<file path="config.mk">
export PLATFORM = sky130hd
export DESIGN_NAME = wakeup_preheat_scheduler_unit_flat
export DESIGN_NICKNAME = d
export VERILOG_FILES = /design/src/wps_pkg.sv /design/src/wps_if.sv /design/src/wps_cell.sv /design/src/wakeup_preheat_scheduler_unit.sv /design/src/flat_wrapper.sv
export SDC_FILE = /design/constraint.sdc
export NUM_CORES = 2
export LEC_CHECK = 0
export BUFFER_PORTS_ARGS = -buffer_cell sky130_fd_sc_hd__buf_2
export CAP_MARGIN = 20
export CORE_MARGIN = 2
export CORE_UTILIZATION = 25
export CTS_BUF_LIST = sky130_fd_sc_hd__clkbuf_8
export CTS_CLUSTER_DIAMETER = 100
export CTS_CLUSTER_SIZE = 30
export DETAILED_ROUTE_END_ITERATION = 6
export HOLD_SLACK_MARGIN = 0.06
export PLACE_DENSITY_LB_ADDON = 0.08
export SLEW_MARGIN = 20
export SYNTH_ARGS = -nofsm -noshare
export SYNTH_HDL_FRONTEND = slang
export SYNTH_SLANG_ARGS = --single-unit
</file>
<file path="constraint.sdc">
create_clock -name clk_i -period 11.36 [get_ports clk_i]
set_input_delay 1.136 -clock clk_i [delete_from_list [all_inputs] [get_ports clk_i]]
set_output_delay 1.136 -clock clk_i [all_outputs]
set_load 0.02 [all_outputs]
</file>
<file path="src/wps_pkg.sv">
package wps_pkg;

  localparam int unsigned SlotsDefault = 8;
  localparam int unsigned CfgIdxW      = 2;
  localparam int unsigned CfgDataW     = 8;

  // Configuration register indexes
  localparam logic [CfgIdxW-1:0] RegMinTemp  = 2'd0;
  localparam logic [CfgIdxW-1:0] RegMaxTemp  = 2'd1;
  localparam logic [CfgIdxW-1:0] RegPreheat  = 2'd2;

  localparam logic [7:0] MinTempReset = 8'd5;
  localparam logic [7:0] MaxTempReset = 8'd30;
  localparam logic [5:0] PreheatReset = 6'd30;
  localparam logic [7:0] IdleTarget   = 8'd20;
  localparam logic [4:0] HoursPerDay  = 5'd24;
  localparam logic [5:0] MinsPerHour  = 6'd60;

  typedef enum logic [2:0] {
    CMD_TICK    = 3'd0,
    CMD_ADD     = 3'd1,
    CMD_REMOVE  = 3'd2,
    CMD_ENABLE  = 3'd3,
    CMD_REWRITE = 3'd4,
    CMD_CLEAR   = 3'd5,
    CMD_BAD6    = 3'd6,
    CMD_BAD7    = 3'd7
  } cmd_e;

  typedef enum logic [2:0] {
    PH_DISABLED = 3'd0,
    PH_ARMED    = 3'd1,
    PH_PREHEAT  = 3'd2,
    PH_READY    = 3'd3,
    PH_EXPIRED  = 3'd4
  } phase_e;

  typedef enum logic [1:0] {
    ST_IDLE,
    ST_WALK,
    ST_OUT
  } fsm_e;

  typedef struct packed {
    logic [2:0]  cmd;
    logic [3:0]  index;
    logic        time_valid;
    logic [4:0]  now_hour;
    logic [5:0]  now_minute;
    logic [2:0]  weekday;
    logic signed [11:0] temp_tenths;
    logic [4:0]  entry_hour;
    logic [5:0]  entry_minute;
    logic [7:0]  entry_target;
    logic [6:0]  entry_days;
    logic        enable;
  } in_word_t;

  typedef struct packed {
    logic       ok;
    logic       active_valid;
    logic [2:0] active_index;
    logic [2:0] active_state;
    logic       heat_request;
    logic [7:0] active_target;
    logic [3:0] entry_count;
  } out_word_t;

  // Token handed from cell to cell during a walk
  typedef struct packed {
    logic       add_pending;  // add not yet placed
    logic       best_valid;
    logic [4:0] best_hour;
    logic [5:0] best_minute;
    logic [3:0] best_slot;
    logic [2:0] best_phase;
    logic [7:0] best_target;
    logic [4:0] count;
  } token_t;

  // Per-word command info broadcast to all cells
  typedef struct packed {
    logic       start;    // first walk cycle
    logic       step;     // cell takes token this cycle
    logic       tick;     // valid tick
    logic       add;      // add with good params and room
    logic       remove;
    logic       en_cmd;
    logic       rewrite;  // rewrite with good params
    logic       clear;
  } ctl_t;

  // lexicographic (ah,am) >= (bh,bm)
  function automatic logic at_or_after(input logic [5:0] ah, input logic [5:0] am,
                                       input logic [5:0] bh, input logic [5:0] bm);
    return (ah > bh) || ((ah == bh) && (am >= bm));
  endfunction

endpackage

</file>
<file path="src/wps_if.sv">
interface wps_if #(
  parameter int unsigned W = 1
) ();
  logic         valid;
  logic         ready;
  logic [W-1:0] data;

  modport source (output valid, output data, input ready);
  modport sink (input valid, input data, output ready);
endinterface

</file>
<file path="src/wps_cell.sv">
module wps_cell #(
  parameter logic [3:0] SlotIdx = 4'd0
) (
  input  logic              clk_i,
  input  logic              rst_ni,
  input  wps_pkg::ctl_t     ctl_i,
  input  wps_pkg::in_word_t word_i,
  input  logic [5:0]        preheat_i,
  input  wps_pkg::token_t   tok_i,
  output wps_pkg::token_t   tok_o
);
  import wps_pkg::*;

  logic       en_q, en_d;
  logic [4:0] hour_q, hour_d;
  logic [5:0] min_q, min_d;
  logic [7:0] tgt_q, tgt_d;
  logic [6:0] days_q, days_d;
  phase_e     ph_q, ph_d;

  logic signed [7:0]  dm;
  logic [4:0]  sh;
  logic [5:0]  sm;
  logic [4:0]  stop_h;
  logic        start_due, stop_due, warm, hit, match;
  logic signed [13:0] thr;
  phase_e      ph_tick;

  // preheat start time, modulo one day; lead is under 64 minutes, so at most two hour borrows
  always_comb begin
    dm = signed'({2'b00, min_q}) - signed'({2'b00, preheat_i});
    if (dm >= 8'sd0) begin
      sm = 6'(dm);
      sh = hour_q;
    end else if (dm >= -8'sd60) begin
      sm = 6'(dm + 8'sd60);
      sh = (hour_q == 5'd0) ? 5'd23 : hour_q - 5'd1;
    end else begin
      sm = 6'(dm + 8'sd120);
      sh = (hour_q < 5'd2) ? hour_q + 5'd22 : hour_q - 5'd2;
    end
  end

  always_comb begin
    start_due = (word_i.weekday <= 3'd6) && days_q[word_i.weekday[2:0]] &&
                at_or_after({1'b0, word_i.now_hour}, word_i.now_minute, {1'b0, sh}, sm) &&
                !at_or_after({1'b0, word_i.now_hour}, word_i.now_minute,
                             {1'b0, hour_q}, min_q);
    stop_h    = (hour_q >= 5'd23) ? 5'd0 : hour_q + 5'd1;
    stop_due  = at_or_after({1'b0, word_i.now_hour}, word_i.now_minute,
                            {1'b0, stop_h}, min_q);
    // ready within one degree; target 0 gives a negative threshold
    thr       = signed'(14'(tgt_q)) * 14'sd10 - 14'sd10;
    warm      = 14'(word_i.temp_tenths) >= thr;
  end

  // tick phase update
  always_comb begin
    ph_tick = ph_q;
    unique case (ph_q)
      PH_ARMED:   if (start_due) ph_tick = PH_PREHEAT;
      PH_PREHEAT: begin
        if (warm) ph_tick = PH_READY;
        else if (stop_due) ph_tick = PH_EXPIRED;
      end
      PH_READY:   if (stop_due) ph_tick = PH_EXPIRED;
      default:    ;
    endcase
  end

  // cell step: update own slot and pass the token on
  always_comb begin
    en_d   = en_q;
    hour_d = hour_q;
    min_d  = min_q;
    tgt_d  = tgt_q;
    days_d = days_q;
    ph_d   = ph_q;
    tok_o  = tok_i;
    match  = (word_i.index == SlotIdx);
    hit    = 1'b0;
    if (ctl_i.step) begin
      // a tick picks the active entry afresh
      if (ctl_i.start && ctl_i.tick) begin
        tok_o.best_valid = 1'b0;
        tok_o.best_slot  = '0;
      end
      if (ctl_i.clear) begin
        en_d = 1'b0;
        ph_d = PH_DISABLED;
      end else if (ctl_i.add && tok_i.add_pending && !en_q) begin
        en_d   = 1'b1;
        hour_d = word_i.entry_hour;
        min_d  = word_i.entry_minute;
        tgt_d  = word_i.entry_target;
        days_d = word_i.entry_days;
        ph_d   = PH_ARMED;
        tok_o.add_pending = 1'b0;
      end else if (ctl_i.remove && match) begin
        en_d = 1'b0;
        ph_d = PH_DISABLED;
      end else if (ctl_i.en_cmd && match && (en_q != word_i.enable)) begin
        en_d = word_i.enable;
        ph_d = word_i.enable ? PH_ARMED : PH_DISABLED;
      end else if (ctl_i.rewrite && match) begin
        hour_d = word_i.entry_hour;
        min_d  = word_i.entry_minute;
        tgt_d  = word_i.entry_target;
        days_d = word_i.entry_days;
      end else if (ctl_i.tick && en_q) begin
        hit = (ph_tick == PH_PREHEAT) || (ph_tick == PH_READY);
        if (hit && (!tok_o.best_valid || hour_q < tok_o.best_hour ||
                    (hour_q == tok_o.best_hour && min_q < tok_o.best_minute))) begin
          tok_o.best_valid  = 1'b1;
          tok_o.best_hour   = hour_q;
          tok_o.best_minute = min_q;
          tok_o.best_slot   = SlotIdx;
          tok_o.best_phase  = ph_tick;
          tok_o.best_target = tgt_q;
        end
        ph_d = (ph_tick == PH_EXPIRED) ? PH_ARMED : ph_tick;
      end
      // non-tick commands: refresh the active entry's view
      if (!ctl_i.tick && tok_i.best_valid && tok_i.best_slot == SlotIdx) begin
        if (!en_d) tok_o.best_valid = 1'b0;
        tok_o.best_phase  = ph_d;
        tok_o.best_target = tgt_d;
      end
      tok_o.count = tok_i.count + 5'(en_d);
    end
  end

  always_ff @(posedge clk_i or negedge rst_ni) begin
    if (!rst_ni) begin
      en_q   <= 1'b0;
      hour_q <= 5'd7;
      min_q  <= 6'd0;
      tgt_q  <= IdleTarget;
      days_q <= 7'h3E;
      ph_q   <= PH_DISABLED;
    end else begin
      en_q   <= en_d;
      hour_q <= hour_d;
      min_q  <= min_d;
      tgt_q  <= tgt_d;
      days_q <= days_d;
      ph_q   <= ph_d;
    end
  end
endmodule

</file>
<file path="src/wakeup_preheat_scheduler_unit.sv">
// Wake-up preheat scheduler. Each command word walks a row of SLOTS slot cells, one cell per
// cycle, carrying a token with the running earliest-active pick and the enabled count; the
// result word is registered in the output register after the last cell steps, and the next
// word is taken only once that result has left the output register, so the receiver's stalls
// hold off new words. Configuration writes (min_temp, max_temp, preheat_minutes) must only
// happen while idle.
module wakeup_preheat_scheduler_unit #(
  parameter int unsigned SLOTS = wps_pkg::SlotsDefault
) (
  input  logic                          clk_i,
  input  logic                          rst_ni,
  input  logic                          cfg_we_i,
  input  logic [wps_pkg::CfgIdxW-1:0]   cfg_idx_i,
  input  logic [wps_pkg::CfgDataW-1:0]  cfg_data_i,
  wps_if.sink                           in_if,
  wps_if.source                         out_if
);
  import wps_pkg::*;

  localparam int unsigned CntW = (SLOTS > 1) ? $clog2(SLOTS) : 1;

  logic [7:0] min_temp_q, max_temp_q;
  logic [5:0] preheat_q;

  fsm_e       st_q, st_d;
  in_word_t   word_q;
  token_t     tok_q, tok_d;
  logic [CntW-1:0] pos_q, pos_d;
  out_word_t  out_q, out_d;
  ctl_t       ctl;
  logic       params_ok, idx_ok;
  logic       ok_calc;
  logic [4:0] cnt_before;

  token_t     tok_chain [SLOTS];

  // config registers
  always_ff @(posedge clk_i or negedge rst_ni) begin
    if (!rst_ni) begin
      min_temp_q <= MinTempReset;
      max_temp_q <= MaxTempReset;
      preheat_q  <= PreheatReset;
    end else if (cfg_we_i) begin
      unique case (cfg_idx_i)
        RegMinTemp: min_temp_q <= cfg_data_i;
        RegMaxTemp: max_temp_q <= cfg_data_i;
        RegPreheat: preheat_q  <= cfg_data_i[5:0];
        default:    ;
      endcase
    end
  end

  always_comb begin
    params_ok = (word_q.entry_hour < HoursPerDay) && (word_q.entry_minute < MinsPerHour) &&
                (word_q.entry_target >= min_temp_q) && (word_q.entry_target <= max_temp_q);
    idx_ok    = 32'(word_q.index) < SLOTS;
  end

  // broadcast control; the add room check uses cnt_before, held stable during the walk
  always_comb begin
    ctl.start   = (st_q == ST_WALK) && (pos_q == '0);
    ctl.step    = 1'b0;
    ctl.tick    = (word_q.cmd == CMD_TICK) && word_q.time_valid;
    ctl.add     = (word_q.cmd == CMD_ADD) && params_ok && (32'(cnt_before) < SLOTS);
    ctl.remove  = (word_q.cmd == CMD_REMOVE) && idx_ok;
    ctl.en_cmd  = (word_q.cmd == CMD_ENABLE) && idx_ok;
    ctl.rewrite = (word_q.cmd == CMD_REWRITE) && idx_ok && params_ok;
    ctl.clear   = (word_q.cmd == CMD_CLEAR);
  end

  // cell row; one cell steps per cycle, chosen by pos_q
  for (genvar g = 0; g < SLOTS; g++) begin : g_cell
    ctl_t   c;
    always_comb begin
      c      = ctl;
      c.step = (st_q == ST_WALK) && (32'(pos_q) == g);
    end
    wps_cell #(.SlotIdx(4'(g))) u_cell (
      .clk_i     (clk_i),
      .rst_ni    (rst_ni),
      .ctl_i     (c),
      .word_i    (word_q),
      .preheat_i (preheat_q),
      .tok_i     (tok_q),
      .tok_o     (tok_chain[g])
    );
  end

  // walk sequencer
  always_comb begin
    st_d  = st_q;
    pos_d = pos_q;
    tok_d = tok_q;
    in_if.ready  = (st_q == ST_IDLE);
    out_if.valid = (st_q == ST_OUT);
    unique case (st_q)
      ST_IDLE: if (in_if.valid) begin
        st_d  = ST_WALK;
        pos_d = '0;
        tok_d.add_pending = 1'b1;
        tok_d.count = '0;
      end
      ST_WALK: begin
        tok_d = tok_chain[pos_q];
        if (32'(pos_q) == SLOTS - 1) st_d = ST_OUT;
        else pos_d = pos_q + CntW'(1);
      end
      ST_OUT: if (out_if.ready) st_d = ST_IDLE;
      default: st_d = ST_IDLE;
    endcase
  end

  // ok needs the pre-walk count for add, the cell hit for remove
  always_ff @(posedge clk_i or negedge rst_ni) begin
    if (!rst_ni) cnt_before <= '0;
    else if (st_q == ST_OUT && out_if.ready) cnt_before <= tok_q.count;
  end
  always_comb begin
    unique case (cmd_e'(word_q.cmd))
      CMD_TICK:    ok_calc = 1'b1;
      CMD_ADD:     ok_calc = params_ok && (32'(cnt_before) < SLOTS);
      CMD_REMOVE:  ok_calc = idx_ok && (tok_d.count != cnt_before);
      CMD_ENABLE:  ok_calc = idx_ok;
      CMD_REWRITE: ok_calc = idx_ok && params_ok;
      CMD_CLEAR:   ok_calc = 1'b1;
      default:     ok_calc = 1'b0;
    endcase
  end

  // status from the token leaving the last cell
  always_comb begin
    out_d.ok            = ok_calc;
    out_d.active_valid  = tok_d.best_valid;
    out_d.active_index  = tok_d.best_valid ? tok_d.best_slot[2:0] : 3'd0;
    out_d.active_state  = tok_d.best_valid ? tok_d.best_phase : 3'd0;
    out_d.heat_request  = tok_d.best_valid &&
                          (tok_d.best_phase == PH_PREHEAT || tok_d.best_phase == PH_READY);
    out_d.active_target = tok_d.best_valid ? tok_d.best_target : IdleTarget;
    out_d.entry_count   = tok_d.count[3:0];
  end

  assign out_if.data = out_q;

  always_ff @(posedge clk_i or negedge rst_ni) begin
    if (!rst_ni) begin
      st_q  <= ST_IDLE;
      pos_q <= '0;
      tok_q <= '0;
    end else begin
      st_q  <= st_d;
      pos_q <= pos_d;
      tok_q <= tok_d;
    end
  end

  always_ff @(posedge clk_i) begin
    if (st_q == ST_IDLE && in_if.valid) word_q <= in_if.data;
    if (st_q == ST_WALK && 32'(pos_q) == SLOTS - 1) out_q <= out_d;
  end
endmodule

</file>
<file path="src/flat_wrapper.sv">
// flat-port wrapper written by rule: the top's interface ports become plain ports
module wakeup_preheat_scheduler_unit_flat import wps_pkg::*;
#(
  parameter int unsigned SLOTS = wps_pkg::SlotsDefault
)
  (clk_i, rst_ni, cfg_we_i, cfg_idx_i, cfg_data_i, in_if_valid, in_if_data, in_if_ready, out_if_valid, out_if_data, out_if_ready);
  wps_if #(.W($bits(in_word_t))) in_if_i ();
  wps_if #(.W($bits(out_word_t))) out_if_i ();
  input  logic clk_i;
  input  logic rst_ni;
  input  logic cfg_we_i;
  input  logic [wps_pkg::CfgIdxW-1:0] cfg_idx_i;
  input  logic [wps_pkg::CfgDataW-1:0] cfg_data_i;
  input wire logic [$bits(in_if_i.valid)-1:0] in_if_valid;
  input wire logic [$bits(in_if_i.data)-1:0] in_if_data;
  output wire logic [$bits(in_if_i.ready)-1:0] in_if_ready;
  output wire logic [$bits(out_if_i.valid)-1:0] out_if_valid;
  output wire logic [$bits(out_if_i.data)-1:0] out_if_data;
  input wire logic [$bits(out_if_i.ready)-1:0] out_if_ready;
  assign in_if_i.valid = in_if_valid;
  assign in_if_i.data = in_if_data;
  assign in_if_ready = in_if_i.ready;
  assign out_if_valid = out_if_i.valid;
  assign out_if_data = out_if_i.data;
  assign out_if_i.ready = out_if_ready;
  wakeup_preheat_scheduler_unit #(.SLOTS(SLOTS)) u_core (.clk_i(clk_i), .rst_ni(rst_ni), .cfg_we_i(cfg_we_i), .cfg_idx_i(cfg_idx_i), .cfg_data_i(cfg_data_i), .in_if(in_if_i), .out_if(out_if_i));
endmodule
</file>
==> impl_metrics.csv <==
group,metric,value,unit
outcome,status,"complete, no violations",
clock_network,numCtsBuffers,30,
timing,fin_setup_tns,0,ns
synth,synth_top_flop_cell,"dfrtp_1",
power_and_ir_drop,switchingPower,3.21,mW
detailed_routing,drtIter0Drc,2954,
global_route,grt_antenna_before_repair,8,
floorplanning,die-area,169000,um2
synth,ys_seq_area_share,24.6,%
power_and_ir_drop,p_seq_share,30.1,%
global_route,track_usage,22.9,%
floorplanning,die_x,412,um
place,post-place-ws,2.83,ns
timing,rsz0062_at_grt,"false",
worst_setup_path,reg2reg_depth,22,
clock_network,h-tree-depth,1,
cells_and_area,nFillCells,17900,
global_route,use_met3,1.99,%
synth,synth_cell_types,102,
power_and_ir_drop,p_int,3.02,mW
place,hpwl,152000,um
floorplanning,core,165000,um2
clock_network,cts_tree,"built",
synth,yosysWarnings,0,
global_route,grt_pass1_vias,38000,
place,io_buffer_count,98,
power_and_ir_drop,finalPower,6.23,mW
floorplanning,fp-row-count,149,
power_and_ir_drop,swShare,51.5,%
timing,whs,0.326,ns
job,cap_violations,0,
worst_setup_path,worstPathArrival,9.02,ns
cells_and_area,stdcell_area,45800,um2
synth,synthCells,4842,
worst_setup_path,timing.rr.start,"u_core.preheat_q[1]",
timing,relSlewSlack,19.4,%
worst_setup_path,r2r_end,"u_core.tok_q[28]",
detailed_routing,postRouteAntennaNets,0,
power_and_ir_drop,comb_power_share,52.8,%
detailed_routing,wl,198000,um
place,place_area,44900,um2
global_route,grt_pass1_wl,283000,um
clock_network,cts_hold_buffers,0,
clock_network,root_buffer,"clkbuf_8",
power_and_ir_drop,clock_power_share,17.1,%
cells_and_area,fin_cells,7086,
timing,hold_violations,0,
timing,fin_crit,8.33,ns
timing,setup_ws,3.03,ns
place,dp.cells,7027,
power_and_ir_drop,power_density,136,nW/um2
floorplanning,io-pin-count,99,
clock_network,insertion_delay,0.82,ns
cells_and_area,area_delta_synth_final,10.2,%
global_route,use_met1,30.3,%
timing,worst_pin_slew,1.20,ns
global_route,gr-usage-met2,38.3,%
synth,ys_ff_latch,387,
floorplanning,die_h,412,um
detailed_routing,vias,38600,
timing,final-setup-viol-count,0,
global_route,grt_max_degree,89,
worst_setup_path,rrSetupSlack,3.03,ns
worst_setup_path,startpoint_type,"flop",
clock_network,cts_setup_buffers,0,
detailed_routing,viasPerCell,5.44,
clock_network,clkSinkCount,387,
worst_setup_path,critPathMaxFanout,16,
worst_setup_path,criticalPathCategory,"reg -> reg",
clock_network,clk_pin_slew,0.15,ns
global_route,grt-ovfl-total,0,
power_and_ir_drop,cellLeakagePower,20.5,nW
detailed_routing,drcViolationCount,0,
detailed_routing,wl_per_cell,27.9,um
clock_network,clockBufferDepth,3,
synth,async_reset_ff_share,78.8,%
timing,fmax,120,MHz
synth,syn_area,41500,um2
synth,syn-num-nets,5588,
timing,skew,0.0548,ns
synth,avgSynthCellArea,8.58,um2
synth,synth_edf_count,82,
cells_and_area,drive_gt1_share,13.5,%
timing,period_share,73.3,%
power_and_ir_drop,ir_drop,0.106,mV
clock_network,cts_resized,0,
worst_setup_path,critPathRequiredTime,12.05,ns
worst_setup_path,critPathCaptureType,"flop",
place,place_congestion,0.956,
detailed_routing,first_pass_iters,6,
global_route,grt_busiest_layer,"met2",
floorplanning,initial_core_util,25.2,%
cells_and_area,nets,5617,
cells_and_area,utilization,27.7,%
hold_path,hp-class,"in -> async",
timing,slew_violations,0,
## flip-flops by register name, indices dropped and copies added, names as in the netlist
register,flops
u_core.g_cell.u_cell.tgt_q,64
u_core.word_q,61
u_core.g_cell.u_cell.days_q,56
u_core.g_cell.u_cell.min_q,48
u_core.g_cell.u_cell.hour_q,40
u_core.tok_q,33
u_core.g_cell.u_cell.ph_q,24
u_core.out_if.data,21
u_core.g_cell.u_cell.en_q,8
u_core.max_temp_q,8
u_core.min_temp_q,8
u_core.preheat_q,6
u_core.cnt_before,5
u_core.pos_q,3
u_core.st_q,2
## power by group through the flow
stage / clock network (mW) / logic (mW) / registers, mW
floorplan: 0 / 2.09 / 1.71
global placement: 0 / 3.26 / 1.90
detailed placement: 0 / 3.24 / 1.90
CTS: 1.12 / 3.26 / 1.87
global route: 1.15 / 3.60 / 1.89
finish: 1.06 / 3.29 / 1.88
## Yosys cell counts, types with 29 or more instances
cell,instances,share of area [%]
ha_1,654,20
nand2_1,486,4.4
a21oi_1,312,3.8
inv_1,311,2.8
o21ai_0,306,3.7
nor2_1,293,2.6
mux2_2,225,6.1
dfrtp_1,215,13
clkbuf_1,185,1.7
xnor2_1,134,2.8
nand3_1,123,1.5
a21o_1,93,1.7
dfstp_2,90,5.7
nand2b_1,85,1.3
nor3_1,83,1.0
edfxtp_1,82,5.9
a31oi_1,69,1.0
a22oi_1,68,1.2
nand4_1,53,0.80
nor2b_1,53,0.80
xor2_1,48,1.0
a211oi_1,47,0.85
mux2i_1,46,1.1
o211ai_1,41,0.74
and3_1,39,0.59
o21bai_1,39,0.70
o31ai_1,38,0.69
o21a_1,30,0.54
a221oi_1,29,0.61
nor4_1,29,0.44
## kinds of logic (layout without fill, tap and decap cells)
logic type / Yosys count / after routing / share of synthesized area [%]
buf+inv: 528 / 581 / 4.87
xor+xnor: 182 / 182 / 3.84
flops: 387 / 387 / 24.6
simple gates: 1429 / 1429 / 16.9
compound gates: 1370 / 1370 / 21.9
fa+ha+maj: 670 / 670 / 20.5
mux: 276 / 276 / 7.48
other cells: 0 / 2 / 0
## placed cells by master (no fill, tap or decap), types with 110 or more instances in the layout
master / instances
a21oi_1: 312
buf_4: 110
dfrtp_1: 214
ha_1: 654
inv_1: 312
mux2_2: 225
nand2_1: 482
nand3_1: 122
nor2_1: 291
o21ai_0: 304
xnor2_1: 134
## per-layer routing
layer | vias up | part of all wire [%]
li1 | 18000 | -
met1 | 19000 | 45
met2 | 1189 | 46
met3 | 328 | 4.2
met4 | 2 | 4.8
met5 | - | 0.0066
## how the worst max path moves through the flow
stage                              startpoint                      to  cells past startpoint
after CTS                 u_core.preheat_q[1]   u_core.out_if.data[6]                     24
after global routing      u_core.preheat_q[0]  u_core.out_if.data[12]                     25
after detailed placement  u_core.preheat_q[1]   u_core.out_if.data[6]                     24
after floorplan           u_core.preheat_q[1]   u_core.out_if.data[6]                     26
after global placement    u_core.preheat_q[1]   u_core.out_if.data[6]                     24
final                     u_core.preheat_q[1]        u_core.tok_q[28]                     22
## critical path: stages, from the launching register on
cell and delay (ns):
dfstp_2 0.55, inv_1 0.04, buf_4 0.24, fa_1 0.50, a21o_1 0.19, a21oi_1 0.21, o21bai_1 0.10, a21oi_1 0.62
nand3_1 0.25, nor3_2 0.56, nand2b_1 0.19, nand2_1 0.05, a222oi_1 0.42, ha_1 0.23, or4_1 0.11, a21oi_1 0.04
a2111oi_0 0.47, o2111ai_1 0.59, o21ai_1 0.81, and3_1 0.63, a221o_1 0.22, nand4_1 0.67, a211o_1 0.51
## cell type report
class	count	area [um2]	area share (%)
multi-input cells	3927	29400	64.3
repair buffers	210	1340	2.93
clock buffers	31	427	0.932
flip-flops and latches	387	10200	22.3
well taps	2189	2740	5.98
clock inverters	25	422	0.921
diodes	2	5.00	0.0109
inverters	315	1180	2.58
No activity file was read; power rests on OpenSTA's default activity.
